$ cat src/rtl/pesd_pkg.sv
`default_nettype none
// ----------------------------------------------------------------------------
// Pixel event stream decoder package
// Shared widths, codes and types for the readout word decoder.
// ----------------------------------------------------------------------------
package pesd_pkg;

   localparam int WORD_W      = 16;
   localparam int PAYLOAD_W   = 12;
   localparam int RAW_W       = 2 * PAYLOAD_W;
   localparam int INDEX_W     = 13;
   localparam int CSR_INDEX_W = 2;
   localparam int CSR_DATA_W  = 1;
   localparam int HDR_BIT     = 15;
   localparam int END_BIT     = 14;

   localparam logic [WORD_W-1:0]  HDR_MASK  = 16'h8ffc;
   localparam logic [WORD_W-1:0]  HDR_MATCH = 16'h87f8;
   localparam logic [INDEX_W-1:0] INDEX_MAX = 13'd4160;

   localparam logic [CSR_INDEX_W-1:0] CSR_LINEAR_ADDRESS = 2'd0;
   localparam logic [CSR_INDEX_W-1:0] CSR_INVERT_ADDRESS = 2'd1;

   localparam int QUEUE_DEPTH = 2;

   typedef enum logic [1:0] {
      PH_SEEK      = 2'd0,
      PH_AFTER_HDR = 2'd1,
      PH_FIRST     = 2'd2,
      PH_SECOND    = 2'd3
   } phase_type;

   typedef enum logic [1:0] {
      KIND_HIT        = 2'd0,
      KIND_EMPTY      = 2'd1,
      KIND_INCOMPLETE = 2'd2
   } kind_type;

   typedef struct packed {
      logic linear_address;
      logic invert_address;
   } cfg_type;

   typedef struct packed {
      logic [7:0] pulse_height;
      logic [6:0] column;
      logic [7:0] row;
   } hit_fields_type;

   typedef struct packed {
      kind_type                kind;
      logic [PAYLOAD_W-1:0]    header_bits;
      hit_fields_type          hit;
      logic [INDEX_W-1:0]      pixel_index;
      logic                    event_end;
      logic                    trailing_error;
   } result_entry_type;

   typedef struct packed {
      kind_type                kind;
      logic [PAYLOAD_W-1:0]    header_bits;
      hit_fields_type          hit;
      logic [INDEX_W-1:0]      pixel_index;
      logic                    event_end;
      logic                    last_of_step;
   } rsp_beat_type;

   typedef struct packed {
      logic       full;
      logic [1:0] level;
   } queue_status_type;

endpackage
`default_nettype wire

$ cat src/rtl/pixel_event_stream_decoder_unit.sv
// Path: a taken word is held in the input register, decoded from there, and its
//   result is written into the result queue, from which the output is driven.
// Throughput: one word per cycle through the input register and two-entry
//   result queue while the queue is not full; a hit with an error leaves as two beats.
// Reset: synchronous, clears phase, header, pair half, hit count, queue and
//   both address mode registers.
`default_nettype none
// ----------------------------------------------------------------------------
// Pixel event stream decoder
// Finds chip headers in readout words, pairs data words into hit records and
// reports hits, empty events and incomplete data.
// ----------------------------------------------------------------------------
module pixel_event_stream_decoder_unit (
   input  wire logic                             clock,
   input  wire logic                             reset,
   input  wire logic                             req_valid,
   output logic                                  req_ready,
   input  wire logic [pesd_pkg::WORD_W-1:0]      req_word,
   input  wire logic                             req_end_of_buffer,
   output logic                                  rsp_valid,
   input  wire logic                             rsp_ready,
   output logic [1:0]                            rsp_kind,
   output logic [pesd_pkg::PAYLOAD_W-1:0]        rsp_header_bits,
   output logic [7:0]                            rsp_pulse_height,
   output logic [6:0]                            rsp_column,
   output logic signed [7:0]                     rsp_row,
   output logic [pesd_pkg::INDEX_W-1:0]          rsp_pixel_index,
   output logic                                  rsp_event_end,
   output logic                                  rsp_last_of_step,
   input  wire logic                             csr_write_enable,
   input  wire logic [pesd_pkg::CSR_INDEX_W-1:0] csr_index,
   input  wire logic [pesd_pkg::CSR_DATA_W-1:0]  csr_write_data
);
   import pesd_pkg::*;

   cfg_type          cfg_ff;
   cfg_type          cfg_in;
   logic             in_valid_ff;
   logic             in_valid_in;
   logic [WORD_W-1:0] in_word_ff;
   logic             in_eob_ff;

   logic             req_fire;
   logic             step;
   logic             push;
   result_entry_type entry;
   rsp_beat_type     beat;
   queue_status_type q_status;

   assign req_fire  = req_valid && req_ready;
   assign step      = in_valid_ff && !q_status.full;
   assign req_ready = !in_valid_ff || !q_status.full;

   always_comb begin
      cfg_in = cfg_ff;
      if (csr_write_enable) begin
         unique case (csr_index)
            CSR_LINEAR_ADDRESS: cfg_in.linear_address = csr_write_data[0];
            CSR_INVERT_ADDRESS: cfg_in.invert_address = csr_write_data[0];
            default:            cfg_in = cfg_ff;
         endcase
      end
   end

   always_comb begin
      in_valid_in = in_valid_ff;
      if (req_fire) begin
         in_valid_in = 1'b1;
      end else if (step) begin
         in_valid_in = 1'b0;
      end
   end

   always_ff @(posedge clock) begin
      if (reset) begin
         cfg_ff      <= '0;
         in_valid_ff <= 1'b0;
      end else begin
         cfg_ff      <= cfg_in;
         in_valid_ff <= in_valid_in;
      end
   end

   always_ff @(posedge clock) begin
      if (req_fire) begin
         in_word_ff <= req_word;
         in_eob_ff  <= req_end_of_buffer;
      end
   end

   pesd_ctrl u_ctrl (
      .clock         (clock),
      .reset         (reset),
      .step          (step),
      .word          (in_word_ff),
      .end_of_buffer (in_eob_ff),
      .cfg           (cfg_ff),
      .push          (push),
      .entry         (entry)
   );

   pesd_rsp_queue u_rsp_queue (
      .clock     (clock),
      .reset     (reset),
      .push      (push),
      .entry     (entry),
      .rsp_valid (rsp_valid),
      .rsp_ready (rsp_ready),
      .beat      (beat),
      .status    (q_status)
   );

   assign rsp_kind         = beat.kind;
   assign rsp_header_bits  = beat.header_bits;
   assign rsp_pulse_height = beat.hit.pulse_height;
   assign rsp_column       = beat.hit.column;
   assign rsp_row          = beat.hit.row;
   assign rsp_pixel_index  = beat.pixel_index;
   assign rsp_event_end    = beat.event_end;
   assign rsp_last_of_step = beat.last_of_step;

`ifndef SYNTHESIS
   a_no_overwrite: assert property (@(posedge clock) disable iff (reset)
      req_fire |-> (!in_valid_ff || step))
      else $error("input register overwritten before its word was decoded");

   a_level_bound: assert property (@(posedge clock) disable iff (reset)
      q_status.level <= 2'(QUEUE_DEPTH))
      else $error("result queue level out of range");

   a_report_last: assert property (@(posedge clock) disable iff (reset)
      (rsp_valid && rsp_kind != KIND_HIT) |-> rsp_last_of_step)
      else $error("empty or incomplete report not last of its word");

   a_trailing_error: assert property (@(posedge clock) disable iff (reset)
      (rsp_valid && rsp_ready && rsp_kind == KIND_HIT && !rsp_last_of_step) |=>
      (rsp_valid && rsp_kind == KIND_INCOMPLETE && rsp_last_of_step))
      else $error("hit not followed by its incomplete-data report");
`endif

endmodule
`default_nettype wire

$ cat src/rtl/pesd_hit_decode.sv
`default_nettype none
// ----------------------------------------------------------------------------
// Hit record decoder
// Turns a 24-bit hit record into pulse height, column and row, using either
// linear address fields or the base-6 coded double column and row.
// ----------------------------------------------------------------------------
module pesd_hit_decode (
   input  wire pesd_pkg::cfg_type          cfg,
   input  wire logic [pesd_pkg::RAW_W-1:0] raw,
   output pesd_pkg::hit_fields_type        hit
);
   import pesd_pkg::*;

   logic [14:0] addr;
   logic [2:0]  r2;
   logic [2:0]  r1;
   logic [2:0]  r0;
   logic [5:0]  dcol;
   logic [8:0]  rcode;
   logic [8:0]  row_diff;
   logic [7:0]  coded_row;
   logic [6:0]  coded_col;
   logic [7:0]  linear_row;
   logic [6:0]  linear_col;

   assign addr = raw[RAW_W-1:9];

   always_comb begin
      r2 = addr[8:6] ^ {3{cfg.invert_address}};
      r1 = addr[5:3] ^ {3{cfg.invert_address}};
      r0 = addr[2:0] ^ {3{cfg.invert_address}};
      dcol  = 6'(addr[14:12]) * 6'd6 + 6'(addr[11:9]);
      rcode = 9'(r2) * 9'd36 + 9'(r1) * 9'd6 + 9'(r0);
      // row counts down from 80 in half steps, wrapping negative
      row_diff  = 9'd80 - {1'b0, rcode[8:1]};
      coded_row = row_diff[7:0];
      coded_col = {dcol, rcode[0]};
      linear_row = {1'b0, addr[7:4], addr[2:0]};
      linear_col = {1'b0, addr[14:12], addr[10:8]};
   end

   always_comb begin
      hit.pulse_height = {raw[8:5], raw[3:0]};
      if (cfg.linear_address) begin
         hit.column = linear_col;
         hit.row    = linear_row;
      end else begin
         hit.column = coded_col;
         hit.row    = coded_row;
      end
   end

endmodule
`default_nettype wire

$ cat src/rtl/pesd_ctrl.sv
`default_nettype none
// ----------------------------------------------------------------------------
// Event framing control
// Tracks header, pair and end-of-event phases and builds one queue entry per
// readout word that yields a result.
// ----------------------------------------------------------------------------
module pesd_ctrl (
   input  wire logic                        clock,
   input  wire logic                        reset,
   input  wire logic                        step,
   input  wire logic [pesd_pkg::WORD_W-1:0] word,
   input  wire logic                        end_of_buffer,
   input  wire pesd_pkg::cfg_type           cfg,
   output logic                             push,
   output pesd_pkg::result_entry_type       entry
);
   import pesd_pkg::*;

   phase_type            phase_ff;
   phase_type            phase_in;
   logic [PAYLOAD_W-1:0] header_ff;
   logic [PAYLOAD_W-1:0] header_in;
   logic [PAYLOAD_W-1:0] upper_ff;
   logic [PAYLOAD_W-1:0] upper_in;
   logic [INDEX_W-1:0]   count_ff;
   logic [INDEX_W-1:0]   count_in;

   logic           hdr_match;
   phase_type      hdr_phase;
   logic           hdr_bit;
   logic           end_bit;
   hit_fields_type hit;

   assign hdr_match = (word & HDR_MASK) == HDR_MATCH;
   assign hdr_phase = (hdr_match && !end_of_buffer) ? PH_AFTER_HDR : PH_SEEK;
   assign hdr_bit   = word[HDR_BIT];
   assign end_bit   = word[END_BIT];

   pesd_hit_decode u_hit_decode (
      .cfg (cfg),
      .raw ({upper_ff, word[PAYLOAD_W-1:0]}),
      .hit (hit)
   );

   // next state
   always_comb begin
      phase_in  = phase_ff;
      header_in = header_ff;
      upper_in  = upper_ff;
      count_in  = count_ff;
      if (step) begin
         unique case (phase_ff)
            PH_SEEK, PH_AFTER_HDR, PH_FIRST: begin
               if ((phase_ff == PH_SEEK) || (phase_ff == PH_AFTER_HDR && hdr_bit) ||
                   end_of_buffer || end_bit) begin
                  // re-examine the word as a header
                  phase_in = hdr_phase;
                  if (hdr_match) begin
                     header_in = word[PAYLOAD_W-1:0];
                     count_in  = '0;
                  end
               end else begin
                  upper_in = word[PAYLOAD_W-1:0];
                  phase_in = PH_SECOND;
               end
            end
            PH_SECOND: begin
               if (count_ff < INDEX_MAX) begin
                  count_in = count_ff + INDEX_W'(1);
               end
               phase_in = (end_bit || end_of_buffer) ? PH_SEEK : PH_FIRST;
            end
            default: phase_in = PH_SEEK;
         endcase
      end
   end

   // outputs
   always_comb begin
      push                 = 1'b0;
      entry.kind           = KIND_HIT;
      entry.header_bits    = header_ff;
      entry.hit            = '0;
      entry.pixel_index    = '0;
      entry.event_end      = 1'b0;
      entry.trailing_error = 1'b0;
      unique case (phase_ff)
         PH_SEEK: push = 1'b0;
         PH_AFTER_HDR, PH_FIRST: begin
            if (phase_ff == PH_AFTER_HDR && hdr_bit) begin
               push       = step;
               entry.kind = KIND_EMPTY;
            end else if (end_of_buffer || end_bit) begin
               push       = step;
               entry.kind = KIND_INCOMPLETE;
            end
         end
         PH_SECOND: begin
            push                 = step;
            entry.hit            = hit;
            entry.pixel_index    = count_ff;
            entry.event_end      = end_bit;
            entry.trailing_error = end_of_buffer && !end_bit;
         end
         default: push = 1'b0;
      endcase
   end

   always_ff @(posedge clock) begin
      if (reset) begin
         phase_ff  <= PH_SEEK;
         header_ff <= '0;
         upper_ff  <= '0;
         count_ff  <= '0;
      end else begin
         phase_ff  <= phase_in;
         header_ff <= header_in;
         upper_ff  <= upper_in;
         count_ff  <= count_in;
      end
   end

endmodule
`default_nettype wire

$ cat src/rtl/pesd_rsp_queue.sv
`default_nettype none
// ----------------------------------------------------------------------------
// Result queue
// Two-entry result buffer; an entry that carries a trailing error goes out
// as two beats, the hit first and the incomplete-data report after it.
// ----------------------------------------------------------------------------
module pesd_rsp_queue (
   input  wire logic                       clock,
   input  wire logic                       reset,
   input  wire logic                       push,
   input  wire pesd_pkg::result_entry_type entry,
   output logic                            rsp_valid,
   input  wire logic                       rsp_ready,
   output pesd_pkg::rsp_beat_type          beat,
   output pesd_pkg::queue_status_type      status
);
   import pesd_pkg::*;

   localparam int PTR_W = (QUEUE_DEPTH > 1) ? $clog2(QUEUE_DEPTH) : 1;

   result_entry_type entries_ff [QUEUE_DEPTH];
   logic [PTR_W-1:0] wr_ptr_ff;
   logic [PTR_W-1:0] wr_ptr_in;
   logic [PTR_W-1:0] rd_ptr_ff;
   logic [PTR_W-1:0] rd_ptr_in;
   logic [1:0]       level_ff;
   logic [1:0]       level_in;
   logic             err_phase_ff;
   logic             err_phase_in;

   result_entry_type head;
   logic             take;
   logic             pop;

   assign head      = entries_ff[rd_ptr_ff];
   assign rsp_valid = level_ff != 2'd0;
   assign take      = rsp_valid && rsp_ready;
   assign pop       = take && (!head.trailing_error || err_phase_ff);

   assign status.full  = level_ff == 2'(QUEUE_DEPTH);
   assign status.level = level_ff;

   always_comb begin
      if (err_phase_ff) begin
         beat.kind         = KIND_INCOMPLETE;
         beat.header_bits  = head.header_bits;
         beat.hit          = '0;
         beat.pixel_index  = '0;
         beat.event_end    = 1'b0;
         beat.last_of_step = 1'b1;
      end else begin
         beat.kind         = head.kind;
         beat.header_bits  = head.header_bits;
         beat.hit          = head.hit;
         beat.pixel_index  = head.pixel_index;
         beat.event_end    = head.event_end;
         beat.last_of_step = !head.trailing_error;
      end
   end

   always_comb begin
      wr_ptr_in    = wr_ptr_ff;
      rd_ptr_in    = rd_ptr_ff;
      err_phase_in = err_phase_ff;
      if (push) begin
         wr_ptr_in = (wr_ptr_ff == PTR_W'(QUEUE_DEPTH - 1)) ? '0 : wr_ptr_ff + 1'b1;
      end
      if (pop) begin
         rd_ptr_in = (rd_ptr_ff == PTR_W'(QUEUE_DEPTH - 1)) ? '0 : rd_ptr_ff + 1'b1;
      end
      if (take) begin
         // hold the entry for its error beat, else advance
         err_phase_in = !pop;
      end
      level_in = level_ff + 2'(push) - 2'(pop);
   end

   always_ff @(posedge clock) begin
      if (reset) begin
         wr_ptr_ff    <= '0;
         rd_ptr_ff    <= '0;
         level_ff     <= '0;
         err_phase_ff <= 1'b0;
      end else begin
         wr_ptr_ff    <= wr_ptr_in;
         rd_ptr_ff    <= rd_ptr_in;
         level_ff     <= level_in;
         err_phase_ff <= err_phase_in;
      end
   end

   always_ff @(posedge clock) begin
      if (push) begin
         entries_ff[wr_ptr_ff] <= entry;
      end
   end

endmodule
`default_nettype wire
$ cat config.mk
export PLATFORM = sky130hd
export DESIGN_NAME = pixel_event_stream_decoder_unit
export DESIGN_NICKNAME = d
export VERILOG_FILES = /design/src/rtl/pesd_pkg.sv /design/src/rtl/pixel_event_stream_decoder_unit.sv /design/src/rtl/pesd_hit_decode.sv /design/src/rtl/pesd_ctrl.sv /design/src/rtl/pesd_rsp_queue.sv
export SDC_FILE = /design/constraint.sdc
export NUM_CORES = 1
export LEC_CHECK = 0
export BUFFER_PORTS_ARGS = -buffer_cell sky130_fd_sc_hd__buf_2
export CAP_MARGIN = 20
export CELL_PAD_IN_SITES_DETAIL_PLACEMENT = 1
export CELL_PAD_IN_SITES_GLOBAL_PLACEMENT = 1
export CORE_MARGIN = 2
export CORE_UTILIZATION = 52
export DETAILED_ROUTE_END_ITERATION = 6
export PLACE_DENSITY = 0.83
export RECOVER_POWER = 25
export SYNTH_ARGS = -nofsm -noshare
export SYNTH_HDL_FRONTEND = slang
export SYNTH_HIERARCHICAL = 1
export SYNTH_SLANG_ARGS = --single-unit
$ cat constraint.sdc
create_clock -name clock -period 6.8 [get_ports clock]
set_input_delay 0.34 -clock clock [delete_from_list [all_inputs] [get_ports clock]]
set_output_delay 0.34 -clock clock [all_outputs]
set_load 0.05 [all_outputs]
# Word level (Yosys, flattened, before mapping)
# Memories as Yosys holds them, arrays and structs flattened. A register that Yosys moved wholly into a read port is not among the register bits.
# Index checks and enable logic that the tools add are counted.
[classes]
eq_ne = 9
n_reduce_logical = 30
n_mul = 3
n_lt_le_gt_ge = 1
mux = 25
bitwise_logic = 4
add_sub_neg = 9
[op_table]
columns = ["op", "n"]
rows = [
  ["$mux 52", 1],
  ["$mux 13", 3],
  ["$mux 38", 1],
  ["$pmux 13 s2", 1],
  ["$mux 15", 1],
  ["$add 13x1->13 const B", 1],
  ["$lt 13x13->1 const B", 1],
  ["$eq 11x11->1 const B", 1],
  ["$mux 1", 11],
  ["$mul 3x2->5 const B", 2],
  ["$mux 2", 5],
  ["$add 9x3->9", 1],
  ["$add 9x6->9", 1],
  ["$xor 3x3->3", 3],
  ["$reduce_and 4->1", 2],
  ["$sub 7x8->8 const A", 1],
  ["$logic_and 1x1->1", 7],
  ["$mul 3x4->7 const B", 1],
  ["$add 6x3->6", 1],
  ["$eq 2x2->1 const B", 3],
  ["$logic_not 1->1", 6],
  ["$logic_or 1x1->1", 6],
  ["$ne 2x1->1 const B", 3],
  ["$eq 2x1->1 const B", 2],
  ["other kinds (12)", 16],
]
[word_totals]
register_bits = 64
output_inout_bits = 54
inputBits = 25
wordCells = 95
mem_bits_rw = 104
mem_count = 1
[memory_table]
columns = ["name", "words", "width", "rd", "rd_ports_with_merged_regs", "write_ports", "line_no", "rtl"]
rows = [
  ["u_rsp_queue.entries_ff", 2, 52, 1, 1, 1, "pesd_rsp_queue.sv:21", "result_entry_type entries_ff [QUEUE_DEPTH];"],
]

# Longest topological paths before layout
# Gate-level depths: netlist (run 1).
[depth]
depth_word = 8
ltp_mapped = 15
ltp_nobuf = 14

# Cells and area by module
# Netlist (run 1), hierarchy kept.
[by_module_without_submodules]
columns = ["mod", "cells_per_inst", "n_inst", "area_per_inst_um2", "seq_area_each_um2"]
rows = [
  ["pesd_rsp_queue", 239, 1, 4170.2, 3243.1],
  ["pesd_ctrl", 263, 1, 2152.1, 780.7],
  ["pesd_hit_decode", 129, 1, 978.4, 0.0],
  ["pixel_event_stream_decoder_unit", 32, 1, 654.4, 570.5],
]

# Least setup slack after synthesis (run 1)
# OpenSTA, ideal clock, no wires.
[synth_path]
path_type = "reg2reg"
start = "reg u_ctrl.phase_ff[0]"
end = "mem u_rsp_queue/entries_ff[0][0] (netlist bit) (enable)"
period_less_slack_ps = 4375
path_slack_ps = 2425
required_time_ps = 6332
n_path_buf = 2
setup_time_ps = 468
stages_incl_launch_ff = 7
arrival_ps = 3907
path_cell_list = "dfxtp_1 > ha_1 > clkbuf_1 > clkbuf_1 > nor3_1 > nor3b_1 > nor2b_1"
[synth_via]
elab_chain_len = 6
word_cells_on_any_way = 10
cone_classes = "3 x eq/ne; 4 x mux; 3 x reduce/logical"
[synth_rtl]
columns = ["element", "line_no", "rtl"]
rows = [
  ["start: declaration", "pesd_ctrl.sv:19", "phase_type phase_ff;"],
  ["start signal: assignment", "pesd_ctrl.sv:116", "phase_ff <= phase_in;"],
  ["$eq 2x1->1", "pesd_ctrl.sv:87, pesd_ctrl.sv:90", ""],
  ["$logic_and 1x1->1", "pesd_ctrl.sv:90", "if (phase_ff == PH_AFTER_HDR && hdr_bit) begin"],
  ["$mux 1", "pesd_ctrl.sv:90", ""],
  ["$pmux 1 s3 (*)", "pesd_ctrl.sv:87", "unique case (phase_ff)"],
  ["named net push", "pixel_event_stream_decoder_unit.sv:45", "logic push;"],
  ["$mux 1 (*)", "pesd_rsp_queue.sv:93", "if (push) begin"],
  ["$mux 1 (not written as such) (*)", "pesd_rsp_queue.sv:94", "entries_ff[wr_ptr_ff] <= entry;"],
  ["end: declaration", "pesd_rsp_queue.sv:21", ""],
]
# The timed path passes the listed nets; every way through them passes the cells marked *.

==> results of run 1 <==
-- cell type report --
cell class,instances,area share
flip-flops and latches,167,0.5066
multi-input cells,428,0.3442
clock buffers,17,0.04751
repair buffers,84,0.04751
well taps,188,0.02627
clock inverters,15,0.01831
inverters,23,0.009642
-- layer usage --
layer / up-vias / share of wire / GRT usage
met2: 145 / 0.53 / 0.4462
met5: - / 0 / 0
met1: 2692 / 0.41 / 0.2988
met3: 25 / 0.045 / 0.03685
met4: 0 / 0.017 / 0.09632
li1: 2497 / - / -
-- worst max-delay path, stage by stage (launching register included) --
cell	delay (ps)
dfxtp_1	710
xor2_1	180
ha_1	230
ha_1	230
nor2b_1	140
a211oi_1	250
a21oi_1	90
ha_1	320
ha_1	340
nor2_1	230
nor3b_2	120
a311o_1	390
a211oi_2	290
mux2_1	360
and2_1	170
-- worst min-delay path by stage --
stage / slack (ps) / cells after the start / startpoint / to
finish: 80 / 1 / req_word[7] / in_word_ff[7]$_DFFE_PP_
global route: 80 / 1 / req_word[2] / in_word_ff[2]$_DFFE_PP_
CTS: 70 / 1 / req_word[7] / in_word_ff[7]$_DFFE_PP_
detailed placement: 450 / 0 / u_ctrl/header_ff[10]$_SDFFE_PP0P_ / u_rsp_queue/entries_ff[1][48]$_DFFE_PP_
global placement: 440 / 0 / u_ctrl/header_ff[0]$_SDFFE_PP0P_ / u_rsp_queue/entries_ff[0][38]$_DFFE_PP_
floorplan: 410 / 1 / reset / u_rsp_queue/err_phase_ff$_SDFFE_PP0P_
-- power breakdown --
part | leakage [nW] | switching [W] | internal [W]
clock | 0.279 | 0.000433 | 0.000519
combinational | 1.44 | 0.0000544 | 0.0000316
sequential | 1.40 | 0.0000126 | 0.00109
-- metrics by stage --
step	setup WS [ps]	utilization
2_1_floorplan	2425	-
3_3_place_gp	2817	0.5574
3_5_place_dp	2589	0.5574
4_1_cts	2522	0.5966
5_1_grt	2208	0.5956
6_report	2487	0.5956
-- registers in the layout, summed over array words and instances, names as in the netlist, 2 cells and up, named ones only --
signal and cells:
u_rsp_queue/entries_ff 104, in_word_ff 14, u_ctrl/count_ff 13, u_ctrl/header_ff 12, u_ctrl/upper_ff 12, cfg_ff 2
u_ctrl/phase_ff 2, u_rsp_queue/level_ff 2
-- layout by cell type, fill, tap and decap left out, types with 3 or more instances in the layout --
master / count
edfxtp_1: 119
nor2_1: 72
buf_2: 70
dfxtp_1: 47
mux2i_1: 41
nand2_1: 36
a21oi_1: 34
nand3_1: 23
ha_1: 23
inv_1: 22
mux2_2: 19
clkbuf_16: 17
and2_1: 16
and2_0: 16
o21ai_0: 15
nor2b_1: 11
xor2_1: 11
xnor2_1: 11
nand2b_1: 8
clkbuf_1: 8
nor4_1: 7
buf_4: 6
nor3_1: 6
a32o_1: 6
clkinv_4: 4
nor3b_1: 4
nand4_1: 4
o21ai_1: 4
fa_1: 4
inv_8: 3
clkinvlp_4: 3
inv_6: 3
or4_1: 3
o31ai_1: 3
a41o_1: 3
a211oi_1: 3
==> flow_metrics.py, run 1 <==
metrics = {
    "outcome": {
        "status": "finished with violations",
        "violations": "capacitance limit, slew limit",
    },
    "layout": {
        "multi_input_area_um2": 3082,
        "n_fill_cell": 1539,
        "finish.instance_area_um2": 8954,
        "antennaDiodeCount": 0,
        "drive_above_1_share": 0.2016,
        "nNetsFinal": 773,
        "instances_no_fill": 922,
        "syn_to_final_growth_pct": 13.41,
        "seqCellArea_um2": 4536,
    },
    "power_and_ir_drop": {
        "vdd_drop_max_uv": 166.4,
        "p_leak_nw": 3.114,
        "power_density_nw_per_um2": 238.6,
        "total_power_w": 0.002137,
    },
    "synth": {
        "syn_area_um2": 7895,
        "syn-instance-count": 661,
        "yosys_warnings": 6,
        "syn-mean-instance-area_um2": 11.94,
        "syn_nets": 713,
    },
    "placement": {
        "placed_area_um2": 8379,
        "dp.cells": 890,
        "place.port_buffers": 76,
        "dp_hpwl_um": 12350,
        "routabilityCongestion": 0.7749,
    },
    "hold_path": {
        "hp-class": "in2reg",
    },
    "floorplanning": {
        "fp.dieW_um": 127.2,
        "placementRows": 45,
        "die-area_um2": 16180,
        "fp.dieH_um": 127.2,
        "coreArea_um2": 15030,
        "ios": 79,
        "start_util": 0.5252,
    },
    "timing": {
        "layout_worst_path_cycle_share": 0.6342,
        "final_max_slew_viol_count": 92,
        "setup_viol": 0,
        "hold_ws_ps": 77.54,
        "relSlewSlack": -0.4248,
        "timing_hold_violations_final": 0,
        "tightest_slew_ps": 2137,
        "fmax_mhz": 231.9,
        "rsz0062_at_grt": "false",
        "fin_crit_ps": 4313,
        "fin_tns_setup_ps": 0,
        "skew_ps": 13.87,
    },
    "detailed_routing": {
        "first_pass_iters": 4,
        "viasPerCell": 5.812,
        "drc": 0,
        "avgRoutedWirePerCell_um": 20.67,
        "vias": 5359,
        "routed_wl_um": 19050,
        "drtAntennaViolNets": 0,
        "drtIter0Drc": 328,
    },
    "worst_setup_path": {
        "crit_arrival_ps": 4490,
        "endpoint_kind": "flip-flop",
        "crit_start": "cfg_ff[0]$_SDFFE_PP0P_",
        "rrSetupSlack_ps": 2490,
        "critPathKind": "reg2reg",
        "path_max_fanout": 13,
        "worstReg2RegStart": "cfg_ff[0]$_SDFFE_PP0P_",
        "critPathCapture": "u_rsp_queue/entries_ff[1][22]$_DFFE_PP_",
        "timing.rr.end": "u_rsp_queue/entries_ff[1][22]$_DFFE_PP_",
        "worst-r2r-cell-count": 14,
        "critPathRequiredTime_ps": 6980,
        "critPathLaunchType": "flip-flop",
    },
    "cts": {
        "postCtsSetupBuffers": 0,
        "h-tree-depth": 4,
        "numClockSinks": 167,
        "cts_tree": "done",
        "holdBufCountCts": 0,
        "ctsResizeCount": 0,
        "cts.reportedPaths.clkPinSlew_ps": 70,
        "cts_root_buf": "clkbuf_16",
        "clockBufferDepth": 2,
        "clk_latency_ps": 440,
        "numCtsBuffers": 17,
    },
    "grt": {
        "grtUsageTotal": 0.2472,
        "grt_max_degree": 53,
        "antenna_found_initial": 0,
        "grt_pass1_vias": 5878,
        "grt_overflow": 0,
        "grt_pass1_wl_um": 30780,
    },
    "run": {
        "drv_cap": 2,
    },
}
(Power assumes the default switching activity.)
==> inputs of run 2 (changes only) <==
ABC_AREA = 1   (was unset)
CORE_UTILIZATION = 41   (was 52)
PLACE_DENSITY = 0.73   (was 0.83)
clock period = 3.7 ns   (was 6.8 ns; I/O delays follow)
==> flow_metrics.py, run 2 <==
metrics = {
    "floorplanning": {
        "fp.dieW_um": 144.4,
        "ios": 79,
        "die-area_um2": 20850,
        "placementRows": 51,
        "fp.dieH_um": 144.4,
        "start_util": 0.4165,
        "coreArea_um2": 19400,
    },
    "timing": {
        "layout_worst_path_cycle_share": 0.8877,
        "fin_crit_ps": 3284,
        "tightest_slew_ps": 945.2,
        "fin_tns_setup_ps": 0,
        "timing_hold_violations_final": 0,
        "rsz0062_at_grt": "false",
        "setup_viol": 0,
        "skew_ps": 18.26,
        "relSlewSlack": 0.3699,
        "fmax_mhz": 304.5,
        "final_max_slew_viol_count": 0,
    },
    "detailed_routing": {
        "routed_wl_um": 19350,
        "first_pass_iters": 5,
        "viasPerCell": 4.803,
        "drc": 0,
        "vias": 5961,
        "drtAntennaViolNets": 0,
        "avgRoutedWirePerCell_um": 15.59,
        "drtIter0Drc": 276,
    },
    "worst_setup_path": {
        "critPathKind": "reg2reg",
        "path_max_fanout": 3,
        "timing.rr.end": "u_rsp_queue/entries_ff[0][22]$_DFFE_PP_",
        "rrSetupSlack_ps": 420,
        "critPathRequiredTime_ps": 3890,
        "critPathLaunchType": "flip-flop",
        "worst-r2r-cell-count": 17,
        "crit_arrival_ps": 3470,
        "endpoint_kind": "flip-flop",
        "worstReg2RegStart": "cfg_ff[0]$_SDFFE_PP0P_",
    },
    "cts": {
        "clk_latency_ps": 430,
        "holdBufCountCts": 17,
        "cts_tree": "done",
        "clockBufferDepth": 2,
        "cts.reportedPaths.clkPinSlew_ps": 70,
        "h-tree-depth": 4,
        "postCtsSetupBuffers": 0,
        "numClockSinks": 167,
        "cts_root_buf": "clkbuf_16",
        "numCtsBuffers": 17,
        "ctsResizeCount": 0,
    },
    "layout": {
        "layout_common_cells": "nand2_1, nor2_1, edfxtp_1, inv_1, buf_2",
        "seqCellArea_um2": 4534,
        "multi_input_area_um2": 2864,
        "final_common_cell": "nand2_1",
        "antennaDiodeCount": 0,
        "drive_above_1_share": 0.1506,
        "reg_top3": "u_rsp_queue/entries_ff (104), in_word_ff (14), u_ctrl/count_ff (13)",
        "nNetsFinal": 1015,
        "n_fill_cell": 2291,
        "regMostFlops": "u_rsp_queue/entries_ff",
        "largest_reg_flops": 104,
        "syn_to_final_growth_pct": 15.86,
    },
    "outcome": {
        "status": "complete, no violations",
    },
    "hold_path": {
        "hp-class": "in2reg",
        "holdPathEnd": "cfg_ff[1]$_SDFFE_PP0P_",
        "hp-start": "csr_write_enable",
        "hold_depth": 3,
    },
    "grt": {
        "grt_pass1_wl_um": 31410,
        "grt_pass1_vias": 6079,
        "grt_max_degree": 53,
        "grt_overflow": 0,
        "antenna_found_initial": 0,
        "grtUsageTotal": 0.1972,
    },
    "power_and_ir_drop": {
        "total_power_w": 0.004081,
        "p_leak_nw": 4.149,
        "vdd_drop_max_uv": 405.9,
        "power_density_nw_per_um2": 435.9,
    },
    "placement": {
        "dp_hpwl_um": 13120,
        "routabilityCongestion": 0.7976,
        "place.port_buffers": 76,
    },
    "synth": {
        "syn-instance-count": 882,
        "syn_area_um2": 8080,
        "syn-mean-instance-area_um2": 9.161,
        "yosys_warnings": 6,
        "syn_nets": 934,
    },
    "run": {
        "drv_cap": 0,
    },
}
==> run 2: cell types whose count changed in the layout (fill, tap and decap cells not counted), moves of 17 or more <==
cell	change
nor2_1	+72
nand2_1	+158
o21ai_0	+35
dlygate4sd3_1	+17
mux2i_1	-41
inv_1	+85
mux2_2	-19
==> run 2: how the worst max path moves through the flow <==
| stage | from | endpoint | slack, ps | depth (start not counted) |
|---|---|---|---|---|
| finish | cfg_ff[0]$_SDFFE_PP0P_ | u_rsp_queue/entries_ff[0][22]$_DFFE_PP_ | 420 | 17 |
| global route | u_ctrl/upper_ff[1]$_SDFFE_PP0P_ | u_rsp_queue/entries_ff[0][22]$_DFFE_PP_ | 120 | 17 |
| CTS | cfg_ff[0]$_SDFFE_PP0P_ | u_rsp_queue/entries_ff[0][22]$_DFFE_PP_ | 390 | 17 |
| detailed placement | cfg_ff[0]$_SDFFE_PP0P_ | u_rsp_queue/entries_ff[0][22]$_DFFE_PP_ | 400 | 17 |
| global placement | cfg_ff[0]$_SDFFE_PP0P_ | u_rsp_queue/entries_ff[0][22]$_DFFE_PP_ | 530 | 17 |
| floorplan | u_rsp_queue/level_ff[0]$_SDFF_PP0_ | u_rsp_queue/entries_ff[0][0]$_DFFE_PP_ | 590 | 8 |
==> run 2: power breakdown <==
part	internal, W	switching [W]
clock	0.000900	0.000813
sequential	0.00201	0.0000277
combinational	0.000105	0.000227
==> run 2: layout make-up <==
type / instances / area share
Clock buffer: 17 / 0.04544
Multi-Input combinational cell: 562 / 0.3059
Inverter: 114 / 0.04598
Sequential cell: 167 / 0.4844
Timing Repair Buffer: 101 / 0.06629
Tap cell: 265 / 0.03542
Clock inverter: 15 / 0.01657
==> run 2: critical path, cell delays in order, from the launching register on <==
cell	delay [ps]
dfxtp_1	390
xor2_1	240
ha_1	270
inv_1	70
fa_1	420
inv_1	70
ha_1	180
inv_1	60
fa_1	520
nand2_1	60
nor2_1	160
nand2_2	90
nand3_2	100
nand2_2	70
a21oi_1	150
nor2_1	60
nand2_1	70
inv_1	60
==> run 2: through the flow <==
stage | utilization | setup slack [ps] | cells | cell area [µm²] | hold slack [ps]
after floorplan | - | 586.1 | 882 | 8083 | 254.1
after global placement | 0.4447 | 525.2 | 1192 | 8626 | 363.6
after detailed placement | 0.4447 | 403.6 | 1192 | 8626 | 372.8
after CTS | 0.4834 | 391.4 | 1241 | 9376 | 34.94
after global routing | 0.4826 | 122.1 | 1241 | 9361 | 58.23
final | 0.4826 | 415.7 | 1241 | 9361 | 56.50
==> run 2: layer usage <==
metal / global-route usage / vias up / wire length (µm)
li1: - / 3010 / -
met1: 0.2627 / 2841 / 9024
met2: 0.3288 / 104 / 9513
met3: 0.03874 / 6 / 682
met4: 0.05570 / 0 / 128
met5: 0 / - / 0
==> inputs of run 3 (changes only) <==
CELL_PAD_IN_SITES_DETAIL_PLACEMENT = 0   (was 1)
==> flow_metrics.py, run 3 (same netlist as run 2, synthesis figures left out) <==
metrics = {
    "cts": {
        "clockBufferDepth": 2,
        "numCtsBuffers": 17,
        "ctsResizeCount": 0,
        "cts.reportedPaths.clkPinSlew_ps": 70,
        "clk_latency_ps": 430,
        "cts_tree": "done",
        "numClockSinks": 167,
        "cts_root_buf": "clkbuf_16",
        "h-tree-depth": 4,
    },
    "timing": {
        "layout_worst_path_cycle_share": 0.8735,
        "fin_tns_setup_ps": 0,
        "setup_viol": 0,
        "final_max_slew_viol_count": 0,
        "timing_hold_violations_final": 0,
        "tightest_slew_ps": 856.0,
        "fin_ws_ps": 468.0,
        "fin_crit_ps": 3232,
        "rsz0062_at_grt": "false",
        "relSlewSlack": 0.4293,
        "fmax_mhz": 309.4,
        "skew_ps": 7.094,
    },
    "layout": {
        "nNetsFinal": 1015,
        "antennaDiodeCount": 0,
        "drive_above_1_share": 0.1496,
        "layout_common_cells": "nand2_1, nor2_1, edfxtp_1, inv_1, buf_2",
        "syn_to_final_growth_pct": 15.81,
        "regMostFlops": "u_rsp_queue/entries_ff",
        "largest_reg_flops": 104,
        "n_fill_cell": 1884,
        "reg_top3": "u_rsp_queue/entries_ff (104), in_word_ff (14), u_ctrl/count_ff (13)",
        "fin_util": 0.4824,
        "final_common_cell": "nand2_1",
    },
    "placement": {
        "dp_hpwl_um": 11480,
        "pre_cts_ws_ps": 467.4,
        "place.port_buffers": 76,
        "routabilityCongestion": 0.7976,
    },
    "grt": {
        "grt_overflow": 0,
        "grtUsageMet1": 0.2498,
        "grtUsageTotal": 0.1760,
        "grt.busiest_layer": "met2",
        "grt_use_met3": 0.03411,
        "grt_pass1_wl_um": 27950,
        "grt_max_degree": 53,
        "use_met2": 0.2764,
        "antenna_found_initial": 0,
        "grt_pass1_vias": 5414,
    },
    "detailed_routing": {
        "viasPerCell": 4.619,
        "vias": 5732,
        "avgRoutedWirePerCell_um": 13.91,
        "drc": 0,
        "drtAntennaViolNets": 0,
        "routed_wl_um": 17270,
        "first_pass_iters": 5,
        "drtIter0Drc": 445,
    },
    "worst_setup_path": {
        "crit_arrival_ps": 3420,
        "critPathLaunchType": "flip-flop",
        "endpoint_kind": "flip-flop",
        "critPathKind": "reg2reg",
        "path_max_fanout": 4,
        "critPathRequiredTime_ps": 3890,
        "worst-r2r-cell-count": 17,
    },
    "floorplanning": {
        "start_util": 0.4165,
        "fp.dieH_um": 144.4,
        "fp.dieW_um": 144.4,
        "die-area_um2": 20850,
        "placementRows": 51,
        "ios": 79,
        "coreArea_um2": 19400,
    },
    "power_and_ir_drop": {
        "vdd_drop_max_uv": 307.1,
        "power_density_nw_per_um2": 433.2,
        "p_leak_nw": 4.143,
    },
    "hold_path": {
        "hold_depth": 3,
        "hp-class": "in2reg",
    },
    "run": {
        "drv_cap": 0,
    },
    "outcome": {
        "status": "complete, no violations",
    },
}
## run 3: cell count changes in the layout (fill, tap and decap cells not counted)
cell,before,now
buf_2,70,69
inv_8,5,4
inv_6,3,4
clkbuf_1,8,9
## run 3: power breakdown
group	switching, W	internal (W)	total, W
registers	0.0000267	0.00201	0.00204
clock network	0.000796	0.000897	0.00169
logic	0.000221	0.000105	0.000326
## run 3: final timing paths
path | start | endpoint | slack (ps)
worst max-delay path | u_ctrl/upper_ff[1]$_SDFFE_PP0P_ | u_rsp_queue/entries_ff[0][22]$_DFFE_PP_ | 470
worst min register to register | u_ctrl/header_ff[0]$_SDFFE_PP0P_ | u_rsp_queue/entries_ff[0][38]$_DFFE_PP_ | 460
worst max register to register | u_ctrl/upper_ff[1]$_SDFFE_PP0P_ | u_rsp_queue/entries_ff[0][22]$_DFFE_PP_ | 470
worst min-delay path | csr_write_enable | cfg_ff[1]$_SDFFE_PP0P_ | 60
## run 3: timing repair
action                                 in CTS  in global routing
setup buffers                               0                  0
endpoints found under the hold margin      17                  0
hold buffers                               17                  0
setup endpoints to repair                   0                  0
## run 3: cell type report
class / count / area, µm² / share of cell area
clock inverter: 15 / 152.6 / 0.01631
inverter: 114 / 430.4 / 0.04600
multi-input combinational: 562 / 2864 / 0.3061
tap: 265 / 331.6 / 0.03543
clock buffer: 17 / 425.4 / 0.04546
sequential: 167 / 4534 / 0.4846
timing repair buffer: 101 / 619.3 / 0.06619
## run 3: critical path, stage by stage (launching register included)
cell and delay [ps]:
dfxtp_1 410, xor2_1 230, ha_1 260, inv_1 70, fa_1 420, inv_1 70
ha_1 180, inv_1 60, fa_1 420, nand3b_1 200, nand2_1 80, nand2_1 60
a21oi_1 230, nand3_2 100, nand2_1 60, nor2_1 60, nand2_1 60, inv_1 50
## run 3: stage by stage
stage | power [W] | hold WS (ps) | std cells | instance area, µm²
4_1_cts | 0.004101 | 46.25 | 1241 | 9374
6_report | 0.004054 | 60.19 | 1241 | 9358
3_3_place_gp | 0.002390 | 363.6 | 1192 | 8626
3_5_place_dp | 0.002392 | 363.4 | 1192 | 8626
5_1_grt | 0.004217 | 65.92 | 1241 | 9358
2_1_floorplan | 0.002311 | 254.1 | 882 | 8083
## run 3: routing by layer
layer / share of wire / vias to the layer above
met2: 0.44 / 114
met3: 0.040 / 10
met4: 0.0087 / 0
met1: 0.51 / 2599
met5: 0 / -
li1: - / 3009
